`config.mk`:
```
export PLATFORM = sky130hd
export DESIGN_NAME = rob_ctrl
export DESIGN_NICKNAME = d
export VERILOG_FILES = /design/src/hw/rtl/rob_pkg.sv /design/src/hw/rtl/rob_ctrl.sv
export SDC_FILE = /design/constraint.sdc
export NUM_CORES = 1
export LEC_CHECK = 0
export BUFFER_PORTS_ARGS = -buffer_cell sky130_fd_sc_hd__buf_4
export CAP_MARGIN = 25
export CORE_AREA = 5 5 42 44
export CTS_BUF_LIST = sky130_fd_sc_hd__clkbuf_2 sky130_fd_sc_hd__clkbuf_4 sky130_fd_sc_hd__clkbuf_8
export CTS_CLUSTER_SIZE = 8
export DETAILED_ROUTE_END_ITERATION = 12
export DIE_AREA = 0 0 47 49
export HOLD_SLACK_MARGIN = 0.05
export PLACE_DENSITY = 0.45
export SETUP_SLACK_MARGIN = 0.5
export SLEW_MARGIN = 20
export SYNTH_ARGS = -nofsm -noshare
export SYNTH_HDL_FRONTEND = slang
export SYNTH_SLANG_ARGS = --single-unit
export TNS_END_PERCENT = 100
```
`constraint.sdc`:
```
create_clock -name clk -period 2.7 [get_ports clk]
set_clock_uncertainty 0.15 [all_clocks]
set_input_delay 0.405 -clock clk [delete_from_list [all_inputs] [get_ports clk]]
set_output_delay 0.405 -clock clk [all_outputs]
set_load 0.01 [all_outputs]
```
`src/hw/rtl/rob_pkg.sv`:
```
// Reorder buffer package: window sizing, item structs, drop status codes and
// the command and status groups between controller and datapath. No dependencies.
package rob_pkg;

	localparam int WINDOW     = 64;
	localparam int VALUE_BITS = 64;
	localparam int SLOT_W     = $clog2(WINDOW);
	localparam int SEQ_W      = 32;

	typedef logic [SLOT_W-1:0] slot_t;

	typedef enum logic [1:0] {
		ST_RELEASED = 2'd0,
		ST_STALE    = 2'd1,
		ST_BEYOND   = 2'd2,
		ST_DUP      = 2'd3
	} status_t;

	typedef enum logic [1:0] {
		CLS_STORE,
		CLS_STALE,
		CLS_BEYOND,
		CLS_DUP
	} cls_t;

	typedef struct packed {
		logic [SEQ_W-1:0] seq_index;
		logic [63:0]      item_value;
	} in_item_t;

	typedef struct packed {
		logic [63:0] out_value;
		logic        run_last;
		logic [1:0]  status;
	} out_item_t;

	typedef struct packed {
		logic capture;
		logic store;
		logic load_drop;
		logic load_rel;
		logic rd_next;
	} ctrl_cmd_t;

	typedef struct packed {
		cls_t cls;
		logic is_head;
		logic out_free;
		logic next_valid;
	} dp_stat_t;

endpackage

```
`src/hw/rtl/rob_ctrl.sv`:
```
// Reorder buffer controller: sequences accept, classify, slot read and run release.
// Depends on rob_pkg.
module rob_ctrl (
	input  logic                 clk,
	input  logic                 arst_n,
	input  logic                 in_valid,
	output logic                 in_stall,
	input  rob_pkg::dp_stat_t    stat,
	output rob_pkg::ctrl_cmd_t   cmd
);
	import rob_pkg::*;

	typedef enum logic [1:0] {
		S_IDLE,
		S_CHECK,
		S_READ,
		S_EMIT
	} state_t;

	state_t state_q;

	always_ff @(posedge clk or negedge arst_n) begin
		if (!arst_n) begin
			state_q <= S_IDLE;
		end else begin
			unique case (state_q)
				S_IDLE: begin
					if (in_valid) begin
						state_q <= S_CHECK;
					end
				end
				S_CHECK: begin
					if (stat.cls == CLS_STORE) begin
						state_q <= stat.is_head ? S_READ : S_IDLE;
					end else if (stat.out_free) begin
						state_q <= S_IDLE;
					end
				end
				S_READ: state_q <= S_EMIT;
				S_EMIT: begin
					if (stat.out_free && !stat.next_valid) begin
						state_q <= S_IDLE;
					end
				end
				default: state_q <= S_IDLE;
			endcase
		end
	end

	always_comb begin
		in_stall      = state_q != S_IDLE;
		cmd.capture   = state_q == S_IDLE && in_valid;
		cmd.store     = state_q == S_CHECK && stat.cls == CLS_STORE;
		cmd.load_drop = state_q == S_CHECK && stat.cls != CLS_STORE && stat.out_free;
		cmd.load_rel  = state_q == S_EMIT && stat.out_free;
		cmd.rd_next   = cmd.load_rel;
	end

endmodule
```
# Word-level counts from Yosys, hierarchy flattened
# Cells that the tools add are included.
[word_totals] ff_bits=2 input_bits=8 out_inout_bits=6 word_cells=25
[classes] n_eq_ne=6 muxes=6 reduce_logical=12
[ops] operator="two-way mux 2 bit" n=5
[ops] operator="case mux 2 bit (4 select lines)" n=1
[ops] operator="logical AND 1 bit" n=6
[ops] operator="== test 2 bit (second input constant)" n=2
[ops] operator="zero test 2 bit" n=2
[ops] operator="!= test 2 bit (second input constant)" n=2
[ops] operator="nonzero test 2 bit" n=2
[ops] operator="!= test 3 x 2 -> 1 bit (second input constant)" n=1
[ops] operator="AND reduction 3 bit" n=1
[ops] operator="== test 2 x 1 -> 1 bit (second input constant)" n=1
[ops] operator="zero test 1 bit" n=1

# Longest topological paths before layout
# Gate-level depths: netlist of the first run.
[depth] ltp_word=4 ltp_mapped=2

# Least setup slack after synthesis of the first run
# OpenSTA, ideal clock, no wires.
[synth_path] path_type="input -> output" startpoint="input port stat[4] (netlist bit)" endpoint="output port cmd[2] (netlist bit)" arrival_ps=874 t_required_ps=2145 slack_ps=1271 stages=2 n_path_buf=0 path_cell_list="nor2_1 -> nor4bb_1"
[synth_rtl] item="from (decl)" line_no="rob_ctrl.sv:8" text="input rob_pkg::dp_stat_t stat,"
[synth_rtl] item="to (decl)" line_no="rob_ctrl.sv:9" text="output rob_pkg::ctrl_cmd_t cmd"

==> results of run 1 <==
[routing by layer]
| layer | vias to the layer above | share of wire [%] | global-route usage [%] |
|---|---|---|---|
| met5 | - | 0 | 0 |
| met4 | 0 | 0 | 1.38 |
| met3 | 0 | 21 | 5.90 |
| met2 | 14 | 29 | 5.66 |
| met1 | 76 | 50 | 8.81 |
| li1 | 95 | - | - |
[area by class of cell]
cell class	count	share of cell area [%]
inverter	2	2.52
timing repair buffer	14	36.1
multi-input combinational	12	30.3
tap	16	6.72
clock buffer	3	7.56
sequential	2	16.8
[final timing paths]
kind	startpoint	end	slack [ns]	cells after the start
worst max-delay path	register	cmd[4]	1.01	3
worst min-delay path	stat[2]	register	0.33	3
worst max register to register	state_q[0]	state_q[0]	1.61	2
worst min register to register	register	register	0.42	1
max in group asynchronous	arst_n	state_q[0]	1.96	2
min in group asynchronous	arst_n	asynchronous set/reset pin	0.36	2
[kinds of logic (layout without fill, tap and decap cells)]
| group | Yosys count | count (layout) | share of synthesized area [%] |
|---|---|---|---|
| AND/OR/NAND/NOR | 9 | 9 | 41.1 |
| AO/OA/AOI/OAI | 2 | 2 | 10.5 |
| multiplexers | 1 | 1 | 6.45 |
| buffers and inverters | 3 | 19 | 9.68 |
| flip-flops | 2 | 2 | 32.3 |
[stage by stage]
| step | setup WS (ns) | std cells | utilization, % |
|---|---|---|---|
| final | 1.01 | 49 | 21.3 |
| after global routing | 0.900 | 49 | 21.3 |
| after CTS | 0.981 | 49 | 21.3 |
| after detailed placement | 1.16 | 45 | 18.9 |
| after global placement | 1.14 | 45 | 18.9 |
| after floorplan | 1.27 | 17 | - |
[power by group through the flow]
stage,registers (W),clock network [W],logic [W]
2_1_floorplan,0.0000640,0,0.0000630
3_3_place_gp,0.0000713,0,0.000116
3_5_place_dp,0.0000711,0,0.000116
4_1_cts,0.0000709,0.0000711,0.000117
5_1_grt,0.0000804,0.0000731,0.000127
6_report,0.0000713,0.0000660,0.000114
[cell usage in the layout (no fill, tap or decap), types with 2 or more instances in the layout]
cell      instances
clkbuf_4          3
buf_4            13
inv_1             2
and3_2            2
dfrtp_1           2
nor2_1            2
[critical path: stages, from the launching register on]
cell and delay [ns]:
dfrtp_1 0.42, or2_1 0.27, nor2_1 0.09, buf_4 0.12
[timing repair]
action	4_1_cts	5_1_grt
hold buffers	1	0
hold endpoints to repair	2	0
endpoints found under the setup margin	0	0
==> impl_metrics.json, run 1 <==
{
  "status": "finished, final reports clean",
  "ant_nets": 0,
  "setup.worst_path.class": "reg -> out",
  "sequentialPowerShare_pct": 28.3,
  "finalCritPeriodShare_pct": 62.6,
  "routed_via_density": 3.78,
  "yosys_most_used_dff": "dfrtp_1",
  "critPathLaunchType": "register",
  "yosys_warnings": 0,
  "synth_edf_count": 0,
  "drive_above_1_share_pct": 54.5,
  "port_buffers": 13,
  "cts-root-buf": "clkbuf_4",
  "power_frac_comb_pct": 45.4,
  "synth_top_area_cell": "dfrtp_1",
  "async_flop_share_pct": 100,
  "grt_pass1_wl_um": 952,
  "avgSynthCellArea_um2": 9.13,
  "cts_tree": "yes",
  "whs_ns": 0.332,
  "cts_resized": 0,
  "grt_max_degree": 9,
  "totalPowerFinal_w": 0.000252,
  "rsz0062_at_grt": "false",
  "cts_setup_buffers": 0,
  "routedWlPerCell_um": 11.1,
  "rows": 14,
  "multi_input_area_um2": 90.1,
  "synth_seq_cells": 2,
  "dieArea_um2": 2300,
  "synth_cell_types": 13,
  "place.gp.congestion": 0.664,
  "endpoint_kind": "output port",
  "cp.arrival_ns": 1.14,
  "fillers": 165,
  "vias": 185,
  "seq_area_um2": 50.0,
  "gr-total-overflow": 0,
  "tns_ns": 0,
  "hold_class": "in -> reg",
  "clkPwrFrac_pct": 26.2,
  "p_int_w": 0.000161,
  "numCtsBuffers": 3,
  "fp.dieW_um": 47,
  "ir_worst_vdd_uv": 299,
  "slew_headroom_pct": 84.3,
  "first_pass_iters": 4,
  "antenna_found_initial": 0,
  "clk_pin_slew_worst_paths_ns": 0.03,
  "grt_pass1_vias": 206,
  "fin_nets": 43,
  "slew_violations": 0,
  "start_util_pct": 11.1,
  "ys_seq_area_share_pct": 32.3,
  "htree_levels": 1,
  "power_density_nw_per_um2": 845,
  "leakage_nw": 0.155,
  "synth_top_cell_area_share_pct": 32.3,
  "swShare_pct": 35.9,
  "worst_pin_slew_ns": 0.233,
  "dp_hpwl_um": 423,
  "syn_to_final_growth_pct": 91.9,
  "required_ns": 2.14,
  "synthesis.area_um2": 155,
  "routed_wl_um": 542,
  "core-area_um2": 1400,
  "min_period_ns": 1.69,
  "synth_common_cells": "2 x and3_2, 2 x dfrtp_1, 2 x inv_1, 2 x nor2_1",
  "syn_nets": 25,
  "p_sw_w": 0.0000905,
  "drc": 0,
  "drv_cap": 0,
  "yosys-top-cells-area": "dfrtp_1 32%, and3_2 9.7%, nand4bb_1 7.3%",
  "crit_fanout": 6,
  "setup-violations-final": 0,
  "drtIter0Drc": 6,
  "clk_latency_ns": 0.22,
  "postSynthCellCount": 17,
  "clock_path_buffers": 2,
  "placed_area_um2": 265,
  "ios": 14,
  "hold_viol_final": 0,
  "clock-sinks": 2,
  "design_area_um2": 298,
  "diodes": 0,
  "die_h_um": 49,
  "fmax_mhz": 591,
  "grt_use_total_pct": 5.92
}
(Power assumes the default switching activity.)
==> run 2, diff against run 1 <==
Settings changed: PLACE_DENSITY 0.45 to 0.46.
Clock period 2.7 ns to 1.51 ns, I/O delays scaled along.
==> run 2 against run 1 <==
Against the previous run:
- final area is 22% higher
- highest routed layer is now met4
- non-clock buffer count up 3
- total power rose by 150%
- clock power up 130%
- global-route usage is 0.21 points higher
- via count is 11% higher
- sequential power increased by 82%
- sequential share of layout area decreased by 2.3 points
- sequential cell count stayed put
- utilization is 4.6 points higher
- critical path type unchanged
- die area unchanged
==> impl_metrics.json, run 2 (synthesized netlist as in run 1, its figures left out) <==
{
  "syn_to_final_growth_pct": 134,
  "endpoint_kind": "output port",
  "rows": 14,
  "reg2reg_slack_ns": 0.19,
  "fillers": 162,
  "ff2ff_path_depth": 4,
  "clock_path_buffers": 2,
  "fin_nets": 46,
  "place_ws_ns": 0.220,
  "status": "finished, final reports clean",
  "port_buffers": 13,
  "finalCritPeriodShare_pct": 97.6,
  "final_cell_mix": "14 x buf_4, 4 x clkbuf_4",
  "hold_viol_final": 0,
  "power_density_nw_per_um2": 1700,
  "diodes": 0,
  "worstSetupPathDepth": 3,
  "ir_worst_vdd_uv": 405,
  "grt_pass1_vias": 250,
  "endpoint": "cmd[4]",
  "cp_num_buf_inv": 1,
  "required_ns": 1.13,
  "crit_fanout": 5,
  "drv_cap": 0,
  "dp_hpwl_um": 379,
  "dieArea_um2": 2300,
  "crit_path_cell_trace": "or2_4 -> nor2_4 -> buf_6",
  "ios": 14,
  "drc": 0,
  "leakage_nw": 0.181,
  "grt_max_degree": 6,
  "hold_class": "in -> reg",
  "final_cells": 53,
  "routed_via_density": 3.89,
  "start_util_pct": 11.1,
  "vias": 206,
  "fmax_mhz": 678,
  "cts_tree": "yes",
  "clk_latency_ns": 0.23,
  "crit_slowest_cell": "dfrtp_2",
  "routedWlPerCell_um": 10.2,
  "placed_cells": 45,
  "mostFrequentLayoutCell": "buf_4",
  "ant_nets": 0,
  "grt_use_total_pct": 6.13,
  "fp.dieW_um": 47,
  "setup.worst_path.class": "reg -> out",
  "critPathLaunchType": "register",
  "gr-total-overflow": 0,
  "worst_pin_slew_ns": 0.232,
  "slew_headroom_pct": 84.5,
  "tns_ns": 0,
  "drive_above_1_share_pct": 73.0,
  "antenna_found_initial": 0,
  "numCtsBuffers": 3,
  "grt_pass1_wl_um": 979,
  "clock-sinks": 2,
  "rsz0062_at_grt": "true",
  "max_stage_delay_ns": 0.44,
  "core-area_um2": 1400,
  "place.gp.congestion": 0.692,
  "cts-root-buf": "clkbuf_4",
  "setup-violations-final": 0,
  "critPathTopFamily": "flip-flops",
  "r2r-end": "state_q[0]",
  "slew_violations": 0,
  "die_h_um": 49,
  "htree_levels": 1,
  "reg2reg_from": "state_q[0]",
  "clk_pin_slew_worst_paths_ns": 0.04,
  "routed_wl_um": 539,
  "cp.arrival_ns": 1.10,
  "drtIter0Drc": 2,
  "timing.final.ws_setup_ns": 0.0361,
  "first_pass_iters": 3,
  "min_period_ns": 1.47
}
[run 2: worst min path at each step]
stage	startpoint	to	slack (ns)	cells past startpoint
2_1_floorplan	arst_n	asynchronous set/reset pin	-0.22	0
3_3_place_gp	arst_n	state_q[0]	-0.14	1
3_5_place_dp	arst_n	state_q[0]	-0.14	1
4_1_cts	stat[2]	register	0.13	3
5_1_grt	stat[2]	register	0.16	3
6_report	stat[2]	register	0.13	3
[run 2: final cells by class]
class / instances / area, µm² / share of cell area, %
flip-flops and latches: 2 / 52.6 / 14.5
repair buffers: 17 / 138 / 37.9
well taps: 16 / 20.0 / 5.52
inverters: 2 / 7.51 / 2.07
clock buffers: 4 / 30.0 / 8.28
multi-input cells: 12 / 115 / 31.7
[run 2: where the power goes]
| group | switching, W | internal, W |
|---|---|---|
| registers | 0.0000428 | 0.0000871 |
| clock network | 0.0000360 | 0.000116 |
| logic | 0.000123 | 0.000211 |
[run 2: timing repair]
| item | 4_1_cts | 5_1_grt |
|---|---|---|
| hold endpoints to repair | 2 | 0 |
| hold buffers | 1 | 0 |
| gates resized for setup | 1 | 2 |
| setup endpoints to repair | 8 | 8 |
| buffers inserted | 2 | 1 |
| pin swaps | 1 | 2 |
[run 2: worst min-delay path, stage by stage]
cell and delay, ns:
buf_4 0.11, nand4bb_1 0.08, mux2i_1 0.06
[run 2: through the flow]
stage	instance area [µm²]	power (W)	hold WS [ns]	util, %
CTS	348	0.000593	0.129	24.8
floorplan	181	0.000282	-0.219	-
global placement	292	0.000387	-0.140	20.8
detailed placement	292	0.000386	-0.139	20.8
finish	363	0.000617	0.133	25.9
global route	363	0.000668	0.160	25.9
[run 2: metal layers]
metal,share of wire [%],wire length (µm),global-route usage [%],vias to the layer above
li1,-,-,-,102
met3,10,56,1.11,2
met2,39,211,7.01,13
met5,0,0,0,-
met1,47,252,7.69,89
met4,3.5,19,8.29,0
